File: config.mk
export PLATFORM = sky130hd
export DESIGN_NAME = debug_transfer_splitter
export DESIGN_NICKNAME = d
export VERILOG_FILES = /design/src/design/dts_pkg.sv /design/src/design/debug_transfer_splitter.sv
export SDC_FILE = /design/constraint.sdc
export NUM_CORES = 1
export LEC_CHECK = 0
export BUFFER_PORTS_ARGS = -buffer_cell sky130_fd_sc_hd__buf_2
export CORE_MARGIN = 2
export CORE_UTILIZATION = 40
export CTS_CLUSTER_DIAMETER = 100
export DETAILED_ROUTE_END_ITERATION = 16
export PLACE_DENSITY_LB_ADDON = 0.05
export SLEW_MARGIN = 5
export SYNTH_ARGS = -nofsm -noshare
export SYNTH_HDL_FRONTEND = slang
export SYNTH_SLANG_ARGS = --single-unit
export TNS_END_PERCENT = 30
File: constraint.sdc
create_clock -name i_clk -period 10.68 [get_ports i_clk]
set_input_delay 0 -clock i_clk [delete_from_list [all_inputs] [get_ports i_clk]]
set_output_delay 0 -clock i_clk [all_outputs]
set_load 0.01 [all_outputs]
File: src/design/dts_pkg.sv
// Types, codes and constants for the debug transfer splitter.
// No dependencies; imported by debug_transfer_splitter.
package dts_pkg;

    // Input word opcodes
    localparam logic OP_START   = 1'b0;
    localparam logic OP_ADVANCE = 1'b1;

    // Descriptor kinds on the output tuser
    typedef enum logic [2:0] {
        CMD_BARRIER      = 3'd0,
        CMD_SET_PAGE     = 3'd1,
        CMD_BULK_WRITE   = 3'd2,
        CMD_BULK_READ    = 3'd3,
        CMD_VOL_PREPARE  = 3'd4,
        CMD_VOL_EXECUTE  = 3'd5,
        CMD_COMPLETION   = 3'd6,
        CMD_INVALID_SIZE = 3'd7
    } t_cmd_kind;

    // Shape of the descriptor burst held for one input word
    typedef enum logic [2:0] {
        BURST_INVALID    = 3'd0,
        BURST_PAGE_WRITE = 3'd1,
        BURST_BULK_WRITE = 3'd2,
        BURST_BULK_READ  = 3'd3,
        BURST_VOLATILE   = 3'd4
    } t_burst;

    // Write data forms
    localparam logic [1:0] PAT_WORD = 2'd0;
    localparam logic [1:0] PAT_HALF = 2'd1;
    localparam logic [1:0] PAT_BYTE = 2'd2;

    // Lane flags: byte enables in the high nibble, bit 3 marks a write
    localparam logic [7:0] FLAGS_WORD    = 8'hF8;
    localparam logic [7:0] FLAGS_HALF_HI = 8'h38;
    localparam logic [7:0] FLAGS_HALF_LO = 8'hC8;
    localparam logic [3:0] FLAG_WRITE    = 4'h8;
    localparam logic [3:0] LANE_BYTE0    = 4'h8;

    localparam logic [31:0] PAGE_MASK  = 32'hFFFF_F000;
    localparam logic [31:0] WORD_MASK  = 32'hFFFF_FFFC;
    localparam logic [10:0] PAGE_WORDS = 11'd1024;
    localparam logic [2:0]  BULK_MAX_WORDS = 3'd7;
    localparam logic [12:0] BULK_MIN_BYTES = 13'd8;
    localparam logic [12:0] BULK_FULL_LIMIT = 13'd32;

    // Word offset / 7 as (x * 1171) >> 13, exact for x < 1024
    localparam logic [20:0] RECIP_7 = 21'd1171;
    localparam int          RECIP_SHIFT = 13;

    // Descriptors in a burst, completion included
    function automatic logic [2:0] burst_len(input t_burst cls, input logic done);
        logic [2:0] n;
        case (cls)
            BURST_INVALID:    n = 3'd1;
            BURST_PAGE_WRITE: n = 3'd4;
            BURST_BULK_WRITE: n = 3'd1;
            BURST_BULK_READ:  n = 3'd1;
            BURST_VOLATILE:   n = 3'd5;
            default:          n = 3'd1;
        endcase
        return n + {2'b00, done};
    endfunction

    // Kind of descriptor number idx within a burst
    function automatic t_cmd_kind kind_at(input t_burst cls, input logic done,
                                          input logic [2:0] idx, input logic [2:0] cnt);
        t_cmd_kind k;
        if (done && idx == cnt - 3'd1) begin
            k = CMD_COMPLETION;
        end else begin
            case (cls)
                BURST_INVALID:    k = CMD_INVALID_SIZE;
                BURST_PAGE_WRITE: k = (idx == 3'd1) ? CMD_SET_PAGE :
                                      (idx == 3'd3) ? CMD_BULK_WRITE : CMD_BARRIER;
                BURST_BULK_WRITE: k = CMD_BULK_WRITE;
                BURST_BULK_READ:  k = CMD_BULK_READ;
                BURST_VOLATILE:   k = (idx == 3'd1) ? CMD_VOL_PREPARE :
                                      (idx == 3'd3) ? CMD_VOL_EXECUTE : CMD_BARRIER;
                default:          k = CMD_BARRIER;
            endcase
        end
        return k;
    endfunction

endpackage

File: src/design/debug_transfer_splitter.sv
// Debug transfer splitter: cuts debug read/write requests into bus descriptors.
// Depends on dts_pkg.
//
// A start word loads a request (read or write, address, byte count); each advance word
// cuts the next chunk off it and yields a burst of descriptors. Writes go as bulk runs
// of up to seven words when the page offset sits on a 28-byte block and at least 8 bytes
// remain (with barrier / set page / barrier first when the page changes), else as single
// volatile word, halfword or byte accesses. Reads go as bulk runs when word aligned with
// at least 8 bytes left, else as volatile word reads. Bulk runs stop at 4 KB page ends.
// The chunk that finishes the transfer appends a completion. A start with a count of 0
// or above MAX_BYTES yields one invalid size descriptor; an advance while idle is dropped.
// Timing: an input word is registered in the input register, then worked out into the
// burst register once that is free; the burst is played out one descriptor per cycle
// while m_axis_tready is high. The first descriptor is offered once the word is loaded.
// The output port sets the pace: an advance yields 1 to 6 descriptors; a valid start or
// an idle advance yields none but still takes a load, after which the output is idle.
// The next word is loaded in the cycle the last descriptor of the previous burst is taken.
module debug_transfer_splitter
    import dts_pkg::*;
#(
    parameter int MAX_BYTES = 4096
) (
    input  logic        i_clk,
    input  logic        i_rst_n,
    // input words
    input  logic        s_axis_tvalid,
    output logic        s_axis_tready,
    input  logic [55:0] s_axis_tdata,  // is_write[0], start_address[32:1], byte_count[48:33]
    input  logic        s_axis_tuser,  // opcode
    // descriptors
    output logic        m_axis_tvalid,
    input  logic        m_axis_tready,
    output logic [79:0] m_axis_tdata,  // bus_address[31:0], block_index[39:32],
                                       // end_address_low[47:40], word_count[50:48],
                                       // lane_flags[58:51], lane_pattern[60:59],
                                       // buffer_offset[72:61], used_bytes[77:73]
    output logic [2:0]  m_axis_tuser,  // cmd_kind
    output logic        m_axis_tlast
);

    localparam int BL_W = $clog2(MAX_BYTES + 1);

    // ---- input register ----
    logic        r_in_valid;
    logic        r_in_op;
    logic        r_in_write;
    logic [31:0] r_in_addr;
    logic [15:0] r_in_count;

    // ---- transfer state ----
    logic            r_busy;
    logic            r_write_mode;
    logic [31:0]     r_cur_addr;
    logic [BL_W-1:0] r_bytes_left;
    logic [11:0]     r_data_off;
    logic            r_page_known;
    logic [19:0]     r_sel_page;

    // ---- burst register ----
    logic        r_b_valid;
    t_burst      r_b_class;
    logic        r_b_done;
    logic [2:0]  r_b_cnt;
    logic [2:0]  r_b_idx;
    logic [31:0] r_b_addr;
    logic [7:0]  r_b_block;
    logic [7:0]  r_b_end;
    logic [2:0]  r_b_words;
    logic [7:0]  r_b_flags;
    logic [1:0]  r_b_pat;
    logic [11:0] r_b_off;
    logic [4:0]  r_b_used;

    logic load;
    logic b_last;
    logic b_last_taken;

    assign b_last       = (r_b_idx == r_b_cnt - 3'd1);
    assign b_last_taken = r_b_valid && m_axis_tready && b_last;
    assign load         = r_in_valid && (!r_b_valid || b_last_taken);
    assign s_axis_tready = !r_in_valid || load;

    always_ff @(posedge i_clk) begin
        if (!i_rst_n) begin
            r_in_valid <= 1'b0;
        end else if (s_axis_tvalid && s_axis_tready) begin
            r_in_valid <= 1'b1;
        end else if (load) begin
            r_in_valid <= 1'b0;
        end
    end

    always_ff @(posedge i_clk) begin
        if (s_axis_tvalid && s_axis_tready) begin
            r_in_op    <= s_axis_tuser;
            r_in_write <= s_axis_tdata[0];
            r_in_addr  <= s_axis_tdata[32:1];
            r_in_count <= s_axis_tdata[48:33];
        end
    end

    // ---- chunk arithmetic ----
    logic [12:0] c_rem;
    logic [11:0] c_off;
    logic [9:0]  c_wo;
    logic [20:0] c_prod;
    logic [7:0]  c_q;
    logic [10:0] c_q7;
    logic        c_on_block;
    logic [2:0]  c_nw_rem;
    logic [10:0] c_lim;
    logic [2:0]  c_nw;
    logic [2:0]  c_rd_span;
    logic        c_page_new;
    logic        c_start_ok;

    // burst being formed
    logic        g_has;
    t_burst      g_class;
    logic        g_done;
    logic [31:0] g_addr;
    logic [7:0]  g_end;
    logic [7:0]  g_flags;
    logic [1:0]  g_pat;
    logic [4:0]  g_used;
    logic        g_adv;
    logic        g_start;
    logic        g_set_page;
    logic [12:0] g_next_rem;

    assign c_rem   = 13'(r_bytes_left);
    assign c_off   = r_cur_addr[11:0];
    assign c_wo    = c_off[11:2];
    assign c_prod  = 21'(c_wo) * RECIP_7;
    assign c_q     = c_prod[RECIP_SHIFT +: 8];
    assign c_q7    = {c_q, 3'b000} - 11'(c_q);
    assign c_on_block = (c_off[1:0] == 2'b00) && (c_q7 == 11'(c_wo));
    assign c_nw_rem = (c_rem > BULK_FULL_LIMIT) ? BULK_MAX_WORDS
                                                : 3'((c_rem - 13'd4) >> 2);
    assign c_lim   = PAGE_WORDS - 11'(c_wo);
    assign c_nw    = (11'(c_nw_rem) > c_lim) ? c_lim[2:0] : c_nw_rem;
    assign c_rd_span = 3'd4 - {1'b0, r_cur_addr[1:0]};
    assign c_page_new = !r_page_known || (r_cur_addr[31:12] != r_sel_page);
    assign c_start_ok = (r_in_count != 16'd0) && (r_in_count <= 16'(MAX_BYTES));

    always_comb begin
        g_has      = 1'b0;
        g_class    = BURST_INVALID;
        g_addr     = '0;
        g_end      = '0;
        g_flags    = '0;
        g_pat      = PAT_WORD;
        g_used     = '0;
        g_adv      = 1'b0;
        g_start    = 1'b0;
        g_set_page = 1'b0;
        if (r_in_op == OP_START) begin
            if (c_start_ok) begin
                g_start = 1'b1;
            end else begin
                g_has = 1'b1;
            end
        end else if (r_busy) begin
            g_has = 1'b1;
            g_adv = 1'b1;
            if (r_write_mode && c_on_block && c_rem >= BULK_MIN_BYTES) begin
                g_class    = c_page_new ? BURST_PAGE_WRITE : BURST_BULK_WRITE;
                g_set_page = c_page_new;
                g_addr     = r_cur_addr & PAGE_MASK;
                g_used     = {c_nw, 2'b00};
            end else if (!r_write_mode && r_cur_addr[1:0] == 2'b00
                         && c_rem >= BULK_MIN_BYTES) begin
                g_class = BURST_BULK_READ;
                g_addr  = r_cur_addr;
                g_end   = r_cur_addr[7:0] + {3'b000, c_nw, 2'b00};
                g_used  = {c_nw, 2'b00};
            end else begin
                g_class = BURST_VOLATILE;
                g_addr  = r_cur_addr & WORD_MASK;
                if (r_write_mode) begin
                    if (r_cur_addr[1:0] == 2'b00 && c_rem >= 13'd4) begin
                        g_used  = 5'd4;
                        g_flags = FLAGS_WORD;
                        g_pat   = PAT_WORD;
                    end else if (!r_cur_addr[0] && c_rem >= 13'd2) begin
                        g_used  = 5'd2;
                        g_flags = r_cur_addr[1] ? FLAGS_HALF_HI : FLAGS_HALF_LO;
                        g_pat   = PAT_HALF;
                    end else begin
                        g_used  = 5'd1;
                        g_flags = {LANE_BYTE0 >> r_cur_addr[1:0], FLAG_WRITE};
                        g_pat   = PAT_BYTE;
                    end
                end else begin
                    g_used = (c_rem < 13'(c_rd_span)) ? 5'(c_rem) : 5'(c_rd_span);
                end
            end
        end
        g_next_rem = c_rem - 13'(g_used);
        g_done     = g_adv && (g_next_rem == 13'd0);
    end

    // ---- transfer state update ----
    always_ff @(posedge i_clk) begin
        if (!i_rst_n) begin
            r_busy       <= 1'b0;
            r_write_mode <= 1'b0;
            r_cur_addr   <= '0;
            r_bytes_left <= '0;
            r_data_off   <= '0;
            r_page_known <= 1'b0;
            r_sel_page   <= '0;
        end else if (load) begin
            if (g_start) begin
                r_busy       <= 1'b1;
                r_write_mode <= r_in_write;
                r_cur_addr   <= r_in_addr;
                r_bytes_left <= BL_W'(r_in_count);
                r_data_off   <= '0;
                r_page_known <= 1'b0;
            end else if (g_adv) begin
                r_cur_addr   <= r_cur_addr + 32'(g_used);
                r_bytes_left <= BL_W'(g_next_rem);
                r_data_off   <= r_data_off + 12'(g_used);
                if (g_done) begin
                    r_busy <= 1'b0;
                end
                if (g_set_page) begin
                    r_page_known <= 1'b1;
                    r_sel_page   <= r_cur_addr[31:12];
                end
            end
        end
    end

    // ---- burst register ----
    always_ff @(posedge i_clk) begin
        if (!i_rst_n) begin
            r_b_valid <= 1'b0;
            r_b_idx   <= '0;
        end else if (load) begin
            r_b_valid <= g_has;
            r_b_idx   <= '0;
        end else if (b_last_taken) begin
            r_b_valid <= 1'b0;
        end else if (r_b_valid && m_axis_tready) begin
            r_b_idx   <= r_b_idx + 3'd1;
        end
    end

    always_ff @(posedge i_clk) begin
        if (load) begin
            r_b_class <= g_class;
            r_b_done  <= g_done;
            r_b_cnt   <= burst_len(g_class, g_done);
            r_b_addr  <= g_addr;
            r_b_block <= c_q;
            r_b_end   <= g_end;
            r_b_words <= c_nw;
            r_b_flags <= g_flags;
            r_b_pat   <= g_pat;
            r_b_off   <= g_adv ? r_data_off : 12'd0;
            r_b_used  <= g_used;
        end
    end

    // ---- descriptor output ----
    t_cmd_kind o_kind;

    always_comb begin
        o_kind       = kind_at(r_b_class, r_b_done, r_b_idx, r_b_cnt);
        m_axis_tdata = '0;
        if (o_kind == CMD_SET_PAGE || o_kind == CMD_BULK_READ || o_kind == CMD_VOL_PREPARE) begin
            m_axis_tdata[31:0] = r_b_addr;
        end
        if (o_kind == CMD_BULK_WRITE) begin
            m_axis_tdata[39:32] = r_b_block;
        end
        if (o_kind == CMD_BULK_READ) begin
            m_axis_tdata[47:40] = r_b_end;
        end
        if (o_kind == CMD_BULK_WRITE || o_kind == CMD_BULK_READ) begin
            m_axis_tdata[50:48] = r_b_words;
        end
        if (o_kind == CMD_VOL_PREPARE) begin
            m_axis_tdata[58:51] = r_b_flags;
            m_axis_tdata[60:59] = r_b_pat;
        end
        m_axis_tdata[72:61] = r_b_off;
        m_axis_tdata[77:73] = r_b_used;
    end

    assign m_axis_tvalid = r_b_valid;
    assign m_axis_tuser  = o_kind;
    assign m_axis_tlast  = b_last;

    // ---- checks ----
    a_idx_in_burst: assert property (@(posedge i_clk) disable iff (!i_rst_n)
        r_b_valid |-> (r_b_idx < r_b_cnt))
        else $error("descriptor index past burst length");

    a_busy_has_bytes: assert property (@(posedge i_clk) disable iff (!i_rst_n)
        r_busy == (r_bytes_left != '0))
        else $error("busy flag and bytes left disagree");

    a_left_bounded: assert property (@(posedge i_clk) disable iff (!i_rst_n)
        13'(r_bytes_left) <= 13'(MAX_BYTES))
        else $error("bytes left above maximum");

    a_completion_last: assert property (@(posedge i_clk) disable iff (!i_rst_n)
        (r_b_valid && (o_kind == CMD_COMPLETION || o_kind == CMD_INVALID_SIZE))
            |-> m_axis_tlast)
        else $error("completion or invalid size not final in burst");

    a_done_clears_busy: assert property (@(posedge i_clk) disable iff (!i_rst_n)
        (load && g_done) |=> !r_busy)
        else $error("finished transfer still busy");

endmodule

# [After elaboration in Yosys (flattened, before gate mapping)]
# Index checks and enable logic that the tools add are counted.
[op_classes] n_reduce_logical=47 magnitude_cmp=7 multipliers=1 n_eq_ne=15 bitwise_logic=8 mux=57 shift=1 n_div=0 addsub=11
[op_table] op="$mux 32" n=3
[op_table] op="$mux 8" n=5
[op_table] op="$mux 3" n=12
[op_table] op="$add 32x5->32" n=1
[op_table] op="$mux 5" n=6
[op_table] op="$mux 13" n=2
[op_table] op="$mux 12" n=2
[op_table] op="$mul 10x11->21 const B" n=1
[op_table] op="$ne 20x20->1" n=1
[op_table] op="$mux 1" n=19
[op_table] op="$le 16x13->1 const B" n=1
[op_table] op="$reduce_bool 16->1" n=1
[op_table] op="$eq 3x2->1 const B" n=5
[op_table] op="$pmux 3 s5" n=1
[op_table] op="$logic_and 1x1->1" n=14
[op_table] op="$ge 13x2->1 const B" n=1
[op_table] op="$ge 13x3->1 const B" n=1
[op_table] op="$ge 13x4->1 const B" n=1
[op_table] op="$gt 13x6->1 const B" n=1
[op_table] op="$logic_not 13->1" n=1
[op_table] op="$lt 13x3->1" n=1
[op_table] op="$sub 13x5->13" n=1
[op_table] op="$add 12x5->12" n=1
[op_table] op="$eq 3x1->1 const B" n=4
[op_table] op="other kinds (31)" n=61
[totals] word_cells=175 mem_bits_rw=0 output_inout_bits=86 mem_count=0 input_bits=61 latch_bits=0 reg_bits=220 romBits=0

# [Logic depth before layout (Yosys ltp)]
# Gate-level depths: netlist of the first run.
[logic_depth] depth_word=15 depth_mapped=40 ltp_nobuf=39

# [Least setup slack after synthesis of the first run]
# No wires, ideal clock.
[synth_path] path_kind="register to register" from="reg r_cur_addr[11]" to="reg r_b_cnt[0] (data pin)" arrival_time_ns=8.124 path_stages_with_launch=36 setup_time_ns=0.261 synth_period_minus_slack_ns=8.385 t_required_ns=10.419 setup_slack_ns=2.295 n_path_buf=2 cell_sequence="dfxtp_1 > clkbuf_1 > inv_1 > ha_1 > fa_1 > fa_1 > ha_1 > fa_1 > ha_1 > a211oi_2 > nand3b_1 > o221a_4 > o41a_1 > nand2_2 > ha_1 > xnor2_1 > nand2b_1 > nand4_1 > a311o_1 > nor4_1 > nand4b_1 > a2111oi_2 > nand4_1 > or2_1 > buf_6 > a31oi_1 > ha_1 > nor2b_1 > o21ai_0 > nand2b_1 > and2_1 > nor4_1 > a21oi_1 > o21a_1 > and4_1 > ha_1"
[synth_between] elab_chain_cells=13 word_cells_on_any_way=24 classes_between="add/sub: 4; mul: 1; order compare: 1; eq/ne: 3; mux: 10; reduce/logical: 5"
[synth_rtl] item="start, declared" line_no="debug_transfer_splitter.sv:53" text="logic [31:0] r_cur_addr;"
[synth_rtl] item="start signal, assigned" line_no="debug_transfer_splitter.sv:217" text="r_cur_addr <= r_in_addr;"
[synth_rtl] item="start signal, assigned" line_no="debug_transfer_splitter.sv:222" text="r_cur_addr <= r_cur_addr + 32'(g_used);"
[synth_rtl] item="$mul 10x11->21" line_no="debug_transfer_splitter.sv:134" text="assign c_prod = 21'(c_wo) * RECIP_7;"
[synth_rtl] item="$sub 11x8->11" line_no="debug_transfer_splitter.sv:136" text="assign c_q7 = {c_q, 3'b000} - 11'(c_q);"
[synth_rtl] item="$eq 11x10->1" line_no="debug_transfer_splitter.sv:137" text="assign c_on_block = (c_off[1:0] == 2'b00) && (c_q7 == 11'(c_wo));"
[synth_rtl] item="$logic_and 1x1->1" line_no="debug_transfer_splitter.sv:137"
[synth_rtl] item="$logic_and 1x1->1 (2 in a row)" line_no="debug_transfer_splitter.sv:166" text="if (r_write_mode && c_on_block && c_rem >= BULK_MIN_BYTES) begin"
[synth_rtl] item="$mux 5 (*)" line_no="debug_transfer_splitter.sv:166"
[synth_rtl] item="$mux 5 (*)" line_no="debug_transfer_splitter.sv:163" text="end else if (r_busy) begin"
[synth_rtl] item="$mux 5 (*)" line_no="debug_transfer_splitter.sv:157" text="if (r_in_op == OP_START) begin"
[synth_rtl] item="$sub 13x5->13 (*)" line_no="debug_transfer_splitter.sv:199" text="g_next_rem = c_rem - 13'(g_used);"
[synth_rtl] item="$logic_not 13->1 (*)" line_no="debug_transfer_splitter.sv:200" text="g_done = g_adv && (g_next_rem == 13'd0);"
[synth_rtl] item="$logic_and 1x1->1 (*)" line_no="debug_transfer_splitter.sv:200"
[synth_rtl] item="net g_done" line_no="debug_transfer_splitter.sv:120" text="logic g_done;"
[synth_rtl] item="$add 3x1->3 (*)" line_no="dts_pkg.sv:64" text="return n + {2'b00, done};"
[synth_rtl] item="end signal, assigned" line_no="debug_transfer_splitter.sv:255" text="r_b_cnt <= burst_len(g_class, g_done);"
[synth_rtl] item="end, declared" line_no="debug_transfer_splitter.sv:63" text="logic [2:0] r_b_cnt;"
# Mark *: on every way through the listed nets, which the timed path passes. The rest lies on a longest branch. The select of a mux whose other input is x is not followed.
# A chain may end at the register's enable or synchronous reset.

# [Final worst setup path of the first run]
[layout_path] from="reg r_cur_addr[10]" to="reg r_b_cnt[0] (data pin)"
[layout_between] elab_chain_cells=13 word_cells_on_any_way=24 classes_between="add/sub: 4; mul: 1; order compare: 1; eq/ne: 3; mux: 10; reduce/logical: 5"
[layout_rtl] item="$mul 10x11->21" line_no="debug_transfer_splitter.sv:134"
[layout_rtl] item="net c_prod[17]" line_no="debug_transfer_splitter.sv:106" text="logic [20:0] c_prod;"
[layout_rtl] item="$sub 11x8->11" line_no="debug_transfer_splitter.sv:136"
[layout_rtl] item="$eq 11x10->1" line_no="debug_transfer_splitter.sv:137"
[layout_rtl] item="$logic_and 1x1->1" line_no="debug_transfer_splitter.sv:137"
[layout_rtl] item="$logic_and 1x1->1 (2 in a row)" line_no="debug_transfer_splitter.sv:166"
[layout_rtl] item="$mux 5" line_no="debug_transfer_splitter.sv:166"
[layout_rtl] item="$mux 5" line_no="debug_transfer_splitter.sv:163"
[layout_rtl] item="$mux 5" line_no="debug_transfer_splitter.sv:157"
[layout_rtl] item="$sub 13x5->13" line_no="debug_transfer_splitter.sv:199"
[layout_rtl] item="$logic_not 13->1" line_no="debug_transfer_splitter.sv:200"
[layout_rtl] item="$logic_and 1x1->1" line_no="debug_transfer_splitter.sv:200"
[layout_rtl] item="net g_done" line_no="debug_transfer_splitter.sv:120"
[layout_rtl] item="$add 3x1->3" line_no="dts_pkg.sv:64"
# The timed path passes the listed nets, and every way through them passes these cells. The select of a mux whose other input is x is not followed.

==> results.toml, run 1 <==
[critical_path]
worstPathArrival_ns = 10.05
cpMostUsedCell = "ha_1"
slowest_stage = "dfxtp_1"
required_ns = 10.98
start_kind = "flip-flop"
crit_type = "flip-flop to flip-flop"
path_max_fanout = 11
crit_path_max_incr_delay_ns = 0.63
critPathCaptureType = "flip-flop"

[pwr]
power.density_nw_per_um2 = 120
power_frac_seq_pct = 48.1
swShare_pct = 23.5
power.internal_w = 0.00146
p_clk_share_pct = 45.7
p_leak_nw = 6.72
switching_power_w = 0.000447
pwr-share-comb_pct = 6.2
peakVddDrop_mv = 0.128

[clocking]
clk_latency_ns = 0.55
clockRootBuffer = "clkbuf_16"
cts_tree = "yes"
cts_max_level = 1
cts.sinks = 215
cts_buffers = 26
path_clk_slew_ns = 0.06
cts_buffer_depth = 3
postCtsSetupBuffers = 0

[run_status]
status = "complete, no violations"

[route]
drtPass1Iterations = 5
vias = 10700
first_iter_violations = 863
wire_per_inst_um = 17.9
ant_nets = 0
vias_per_cell = 5.29
drc_errors = 0
wirelength_mm = 36.4

[timing]
setup_viol = 0
timing_hold_violations_final = 0
max_slew_margin_pct = 28.8
fmax_ghz = 0.103
min_period_over_period_pct = 91.3
min_period_ns = 9.75
report.final.slew_viol_count = 0
rsz0062_at_grt = "false"
skew_ns = 0.0112
worstMarginPinSlew_ns = 1.07
tns_ns = 0

[yosys]
syn_inst = 1391
synth_cell_types = 96
ys_seq_elements = 215
synth_async_sr_flop_share_pct = 0
synth_edf_count = 130
avgSynthCellArea_um2 = 9.65
synth_ff_type = "edfxtp_1"
yosysWarningCount = 0
ys_seq_area_share_pct = 41.8
synth_area_um2 = 13400

[cells_and_area]
fin_cells = 2031
layout_common_cells = "135 x nand2_1, 134 x buf_2, 130 x edfxtp_1"
nFillCells = 3209
synthToLayoutAreaGrowth_pct = 18.5
design_area_um2 = 15900
drive_gt1_share_pct = 15.3
final_common_cell = "nand2_1"
n_antenna_cell = 0
layout.nets = 1755

[place]
hpwlAfterDp_mm = 26.4
placed_area_um2 = 14500
gp_congestion = 0.843
portBuffers = 134
dp.cells = 1930

[die]
ios = 147
die_w_um = 187
dieArea_um2 = 35000
rows = 67
die_y_um = 187
start_util_pct = 40.3
core_area_um2 = 33300

[grt]
grt.overflow.total = 0
grt_max_degree = 82
grt_use_total_pct = 20.8
grt_pass1_vias = 10200
antenna_found_initial = 0
grt_pass1_wl_mm = 57.9

[hold_path]
hold_class = "primary input to flip-flop"

[job]
maxCapViolCount = 0
[metal layers]
metal  wire length [um]  vias up  global-route usage (%)
li1                   -     5328                       -
met1              18900     5059                    32.8
met2              14700      310                    29.6
met3               2110       40                    2.76
met4                688        0                    5.07
met5                  0        -                       0
[cells in the mapped netlist (16+ instances only)]
library cell,instances,area [um^2]
edfxtp_1,130,3900
o21ai_0,82,410
dfxtp_1,85,1700
inv_1,72,270
nor4_1,17,106
ha_1,115,1440
fa_1,16,320
a211oi_1,34,255
nand3_1,28,140
and3_1,42,263
a21oi_1,69,345
nor3_1,26,130
clkbuf_1,53,199
xnor2_1,50,438
xor2_1,19,166
nand2_1,135,507
nor2_1,105,394
and2_1,68,425
mux2i_1,25,250
[final timing paths]
path                                startpoint              to  slack, ns  cells after the start
worst max-delay path            r_cur_addr[10]      r_b_cnt[0]       0.93                     35
worst max register to register  r_cur_addr[10]      r_b_cnt[0]       0.93                     35
worst min-delay path                   i_rst_n        c_rem[7]       0.08                      4
worst min register to register  r_sel_page[13]  r_sel_page[13]       0.47                      2
[critical path: cells and delay by family (launching register included)]
family                     cells  cell delay [ns]
xor gates and xnor gates       1             0.29
and+or+nand+nor               14             2.60
AOI/OAI and AO/OA              8             2.05
buffers and inverters          3             0.58
adders and majority gates      9             3.35
DFF                            1             0.63
[sequential cells by signal (all words and copies together), names as in the netlist, 2 cells and up]
name and flops:
r_b_flags 5, r_cur_addr 32, r_b_class 3, r_b_pat 2, r_b_block 8, r_b_end 7
r_b_cnt 3, r_b_words 3, r_b_used 5, r_in_addr 32, r_data_off 12, r_b_off 12
c_rem 13, r_b_addr 31, r_in_count 16, r_b_idx 3, r_sel_page 20
[cells by family (layout without fill, tap and decap cells)]
kind of cell    count (synthesis)  count (layout)  synth area share, %
fa+ha+maj                     131             131                 13.1
xor+xnor                       71              71                 4.85
flops                         215             215                 41.8
compound gates                298             298                 14.7
mux                            27              27                 2.03
buf+inv                       151             339                 4.83
other cells                     1               5               0.0279
simple gates                  497             497                 18.6
[power groups by stage]
stage | logic, W | clock network [W] | registers (W)
detailed placement | 0.000104 | 0 | 0.000935
global route | 0.000132 | 0.000924 | 0.000920
global placement | 0.000104 | 0 | 0.000935
finish | 0.000119 | 0.000872 | 0.000917
floorplan | 0.0000644 | 0 | 0.000932
CTS | 0.000119 | 0.000889 | 0.000917
[timing repair]
item	CTS	global route
setup endpoints to repair	0	0
endpoints found under the hold margin	55	0
hold buffers	53	0
gates resized for setup	0	0
[per-stage QoR]
stage | hold WS [ns] | util [%] | worst slack, ns | power, W
after floorplan | 0.0989 | - | 2.29 | 0.000997
after global placement | 0.176 | 43.6 | 1.16 | 0.00104
after detailed placement | 0.178 | 43.6 | 1.07 | 0.00104
after CTS | 0.0866 | 47.8 | 1.03 | 0.00193
after global routing | 0.126 | 47.8 | 0.116 | 0.00198
final | 0.0839 | 47.8 | 0.929 | 0.00191
[area by class of cell]
cell class,instances,area [um^2],share of cell area (%)
Timing Repair Buffer,213,1400,8.78
Inverter,78,294,1.85
Clock inverter,18,165,1.04
Tap cell,448,561,3.53
Sequential cell,215,5610,35.3
Clock buffer,30,676,4.25
Multi-Input combinational cell,1029,7200,45.3
No activity file was read; power rests on OpenSTA's default activity.
==> run 2: changes to the inputs <==
Settings changed: CORE_UTILIZATION 40 to 45.
==> run 2 against run 1 <==
Setup slack worse by 0.14 ns. Utilization grew 6.0 points. Via count rose by 0.15%. Maximum frequency shrank 1.4%. Register-to-register slack got worse by 0.14 ns. Clock skew is 0.0091 ns higher. Worst hold slack better by 0.0095 ns. Sequential cell count unchanged. Routed wire length is 2.4% lower. Clock power increased by 4.2%. Sequential power hardly changed.
==> results.toml, run 2 (synthesis gave the netlist of run 1 again) <==
[cells_and_area]
nFillCells = 2703
layout.nets = 1751
n_antenna_cell = 0
final_common_cell = "nand2_1"
reg_top3 = "r_cur_addr: 32 flops, r_in_addr: 32 flops, r_b_addr: 31 flops"
synthToLayoutAreaGrowth_pct = 18.1
drive_gt1_share_pct = 15.2
final_util_pct = 53.8
layout_common_cells = "135 x nand2_1, 134 x buf_2, 130 x edfxtp_1"

[critical_path]
reg2reg_depth = 34
required_ns = 10.96
reg2reg_to = "r_b_cnt[0]"
setup.worst_path.start = "r_cur_addr[10]"
path_max_fanout = 11
crit_path_end = "r_b_cnt[0]"
r2r_slack_ns = 0.79
crit_path_max_incr_delay_ns = 0.57
critPathCaptureType = "flip-flop"
reg2reg_from = "r_cur_addr[10]"
crit_type = "flip-flop to flip-flop"
worstPathArrival_ns = 10.17
cpMostUsedCell = "ha_1"
start_kind = "flip-flop"
slowest_stage = "dfxtp_1"

[clocking]
cts_buffer_depth = 3
postCtsHoldBufs = 53
cts_resized = 0
clockRootBuffer = "clkbuf_16"
path_clk_slew_ns = 0.06
cts_tree = "yes"
cts_buffers = 25
cts_max_level = 1
clk_latency_ns = 0.54
cts.sinks = 215
postCtsSetupBuffers = 0

[die]
rows = 63
start_util_pct = 45.5
ios = 147
die_w_um = 177
core_area_um2 = 29500
die_y_um = 177
dieArea_um2 = 31200

[timing]
fin_ws_ns = 0.790
max_slew_margin_pct = 17.8
report.final.slew_viol_count = 0
min_period_ns = 9.89
rsz0062_at_grt = "false"
fmax_ghz = 0.101
whs_ns = 0.0934
skew_ns = 0.0204
timing_hold_violations_final = 0
setup_viol = 0
worstMarginPinSlew_ns = 1.23
tns_ns = 0
min_period_over_period_pct = 92.6

[place]
portBuffers = 134
hpwlAfterDp_mm = 25.5
gp_congestion = 0.882
pre_cts_ws_ns = 0.990

[grt]
grt.overflow.total = 0
grt_pass1_vias = 10200
grt_use_total_pct = 22.9
grt_max_degree = 82
antenna_found_initial = 0
grt_pass1_wl_mm = 56.1

[route]
first_iter_violations = 870
drtPass1Iterations = 6
wirelength_mm = 35.5
ant_nets = 0
vias_per_cell = 5.46
drc_errors = 0
vias = 10800
wire_per_inst_um = 18.0

[hold_path]
hold_class = "primary input to flip-flop"

[pwr]
p_leak_nw = 6.73
peakVddDrop_mv = 0.135
power.density_nw_per_um2 = 123

[run_status]
status = "complete, no violations"

[job]
maxCapViolCount = 0
==> run 2: cell types whose count changed in the layout (fill, tap and decap cells not counted), sizes merged <==
| cell | before | now |
|---|---|---|
| buf | 160 | 157 |
| clkbuf | 30 | 32 |
| clkinv | 15 | 10 |
| clkinvlp | 2 | 1 |
| bufinv | 2 | 4 |
==> run 2: cell type report <==
type | instances | area, um^2 | share of cell area (%)
multi-input cells | 1029 | 7200 | 45.4
clock inverters | 14 | 194 | 1.22
repair buffers | 210 | 1370 | 8.67
well taps | 390 | 488 | 3.08
inverters | 78 | 294 | 1.86
clock buffers | 32 | 692 | 4.37
flip-flops and latches | 215 | 5610 | 35.4
==> run 2: how the worst min path moves through the flow <==
stage / start / end / slack (ns) / depth (start not counted)
floorplan: s_axis_tdata[1] / r_in_addr[0] / 0.1 / 0
global placement: s_axis_tdata[0] / r_in_write / 0.18 / 1
detailed placement: s_axis_tdata[46] / r_in_count[13] / 0.18 / 1
CTS: i_rst_n / r_cur_addr[21] / 0.08 / 4
global route: i_rst_n / r_cur_addr[6] / 0.13 / 4
finish: i_rst_n / r_cur_addr[21] / 0.09 / 4
==> run 2: through the flow <==
stage / power, W / area [um^2] / instances
after floorplan: 0.000997 / 13400 / 1395
after global placement: 0.00104 / 14400 / 1869
after detailed placement: 0.00104 / 14400 / 1869
after CTS: 0.00196 / 15800 / 1968
after global routing: 0.00201 / 15800 / 1968
final: 0.00194 / 15800 / 1968
==> run 2: routing by layer <==
layer	part of all wire (%)	vias up	wire length (um)	track usage, %
met4	2.1	0	735	5.61
met1	50	5038	17800	35.7
met2	41	353	14600	33.3
met3	6.7	47	2370	2.81
li1	-	5315	-	-
met5	0	-	0	0
==> run 2: report_power, final <==
| part | switching [W] | internal [W] |
|---|---|---|
| Sequential | 0.0000126 | 0.000905 |
| Combinational | 0.0000685 | 0.0000491 |
| Clock | 0.000351 | 0.000558 |
| Total | 0.000432 | 0.00151 |
==> run 2: worst max-delay path, delay by kind of cell (launching register included) <==
kind	cells	cell delay, ns
xor gates and xnor gates	1	0.39
buffers and inverters	2	0.35
AOI/OAI and AO/OA	8	1.99
DFF	1	0.57
and+or+nand+nor	14	3.01
adders and majority gates	9	3.32
==> run 3: changes to the inputs <==
Settings changed: CORE_UTILIZATION 45 to 26.
Clock period 10.68 ns to 12.78 ns, I/O delays scaled along.
==> run 3 against run 2 <==
Clock power shrank 19%. First-iteration DRC count shrank 29%. Design area grew 2.0%. Sequential power shrank 16%. Critical endpoint unchanged. Largest power group unchanged.
==> results.toml, run 3 (synthesis gave the netlist of run 1 again) <==
[critical_path]
reg2reg_from = "r_cur_addr[11]"
crit_type = "flip-flop to flip-flop"
reg2reg_to = "r_b_cnt[0]"
slowest_stage = "dfxtp_1"
path_buf_inv = 2
cpMostUsedCell = "ha_1"
critPathCaptureType = "flip-flop"
r2r_slack_ns = 2.30
required_ns = 13.11
crit_family = "adder cells"
path_max_fanout = 21
reg2reg_depth = 33
worstPathArrival_ns = 10.80
start_kind = "flip-flop"
crit_path_max_incr_delay_ns = 0.72

[route]
drtPass1Iterations = 5
ant_nets = 0
drc_errors = 0
vias = 10700
first_iter_violations = 618
wirelength_mm = 42.4
vias_per_cell = 4.73
wire_per_inst_um = 18.8

[cells_and_area]
synthToLayoutAreaGrowth_pct = 20.5
fin_cells = 2262
nFillCells = 5378
register_area_um2 = 5610
final_common_cell = "nand2_1"
layout.nets = 1752
multi_input_area_um2 = 7200
layout_common_cells = "135 x nand2_1, 134 x buf_2, 130 x edfxtp_1"
n_antenna_cell = 0
reg_top3 = "r_cur_addr: 32 flops, r_in_addr: 32 flops, r_b_addr: 31 flops"
drive_gt1_share_pct = 14.7

[grt]
grt_pass1_vias = 10400
antenna_found_initial = 0
grt_pass1_wl_mm = 64.6
grt_use_total_pct = 15.8
grt.overflow.total = 0
grt_max_degree = 66

[die]
ios = 147
die_y_um = 231
dieArea_um2 = 53400
core_area_um2 = 51200
start_util_pct = 26.2
rows = 83
die_w_um = 231

[timing]
rsz0062_at_grt = "false"
max_slew_margin_pct = 39.7
timing_hold_violations_final = 0
skew_ns = 0.0260
tns_ns = 0
worstMarginPinSlew_ns = 0.896
fmax_ghz = 0.0955
min_period_over_period_pct = 82.0
min_period_ns = 10.48
report.final.slew_viol_count = 0
whs_ns = 0.0766
setup_viol = 0

[clocking]
clk_latency_ns = 0.58
postCtsSetupBuffers = 0
postCtsHoldBufs = 53
cts_buffers = 28
cts_tree = "yes"
cts.sinks = 215
cts_resized = 0
path_clk_slew_ns = 0.06
cts_max_level = 1
cts_buffer_depth = 3
clockRootBuffer = "clkbuf_16"

[hold_path]
hold_class = "primary input to flip-flop"
holdCritStartpoint = "i_rst_n"
holdPathEnd = "c_rem[7]"
hold_path_depth = 4

[pwr]
peakVddDrop_mv = 0.0744
p_leak_nw = 6.69
finalPower_w = 0.00161
power.density_nw_per_um2 = 99.4

[place]
portBuffers = 134
hpwlAfterDp_mm = 31.4
gp_congestion = 0.793
dp.cells = 2157

[run_status]
status = "complete, no violations"

[job]
maxCapViolCount = 0
==> run 3: metrics by stage <==
stage | util [%] | worst slack [ns] | cell area, um^2
after global routing | 31.6 | 1.74 | 16200
final | 31.6 | 2.30 | 16200
after detailed placement | 28.9 | 2.45 | 14800
after CTS | 31.6 | 2.44 | 16200
after global placement | 28.9 | 2.56 | 14800
after floorplan | - | 4.39 | 13400
==> run 3: how the worst max path moves through the flow <==
stage	start	end	cells past startpoint
after global placement	r_cur_addr[11]	r_b_cnt[0]	35
after floorplan	r_cur_addr[11]	r_b_cnt[0]	35
after CTS	r_cur_addr[11]	r_b_cnt[0]	35
final	r_cur_addr[11]	r_b_cnt[0]	33
after global routing	r_cur_addr[11]	r_b_cnt[0]	35
after detailed placement	r_cur_addr[11]	r_b_cnt[0]	35
==> run 3: worst min-delay path: stages <==
cell     delay (ns)
buf_2          0.10
buf_4          0.30
nand2_1        0.14
a21oi_1        0.04
==> run 3: layout make-up <==
type	count	share of cell area, %
Multi-Input combinational cell	1029	44.5
Sequential cell	215	34.7
Timing Repair Buffer	208	8.40
Tap cell	680	5.26
Clock buffer	45	4.91
Inverter	78	1.83
Clock inverter	7	0.379
==> run 3: metal layers <==
layer / vias to the layer above / GRT usage (%) / routed length (um)
li1: 5320 / - / -
met1: 5116 / 23.7 / 21800
met2: 214 / 24.0 / 18200
met3: 46 / 1.94 / 1640
met4: 0 / 3.61 / 807
met5: - / 0 / 0
==> run 3: where the power goes <==
part	total [W]	switching, W	leakage [nW]	internal (W)
Sequential	0.000767	0.0000105	1.94	0.000756
Clock	0.000739	0.000313	0.414	0.000426
Combinational	0.000101	0.0000596	4.34	0.0000412
Total	0.00161	0.000383	6.69	0.00122
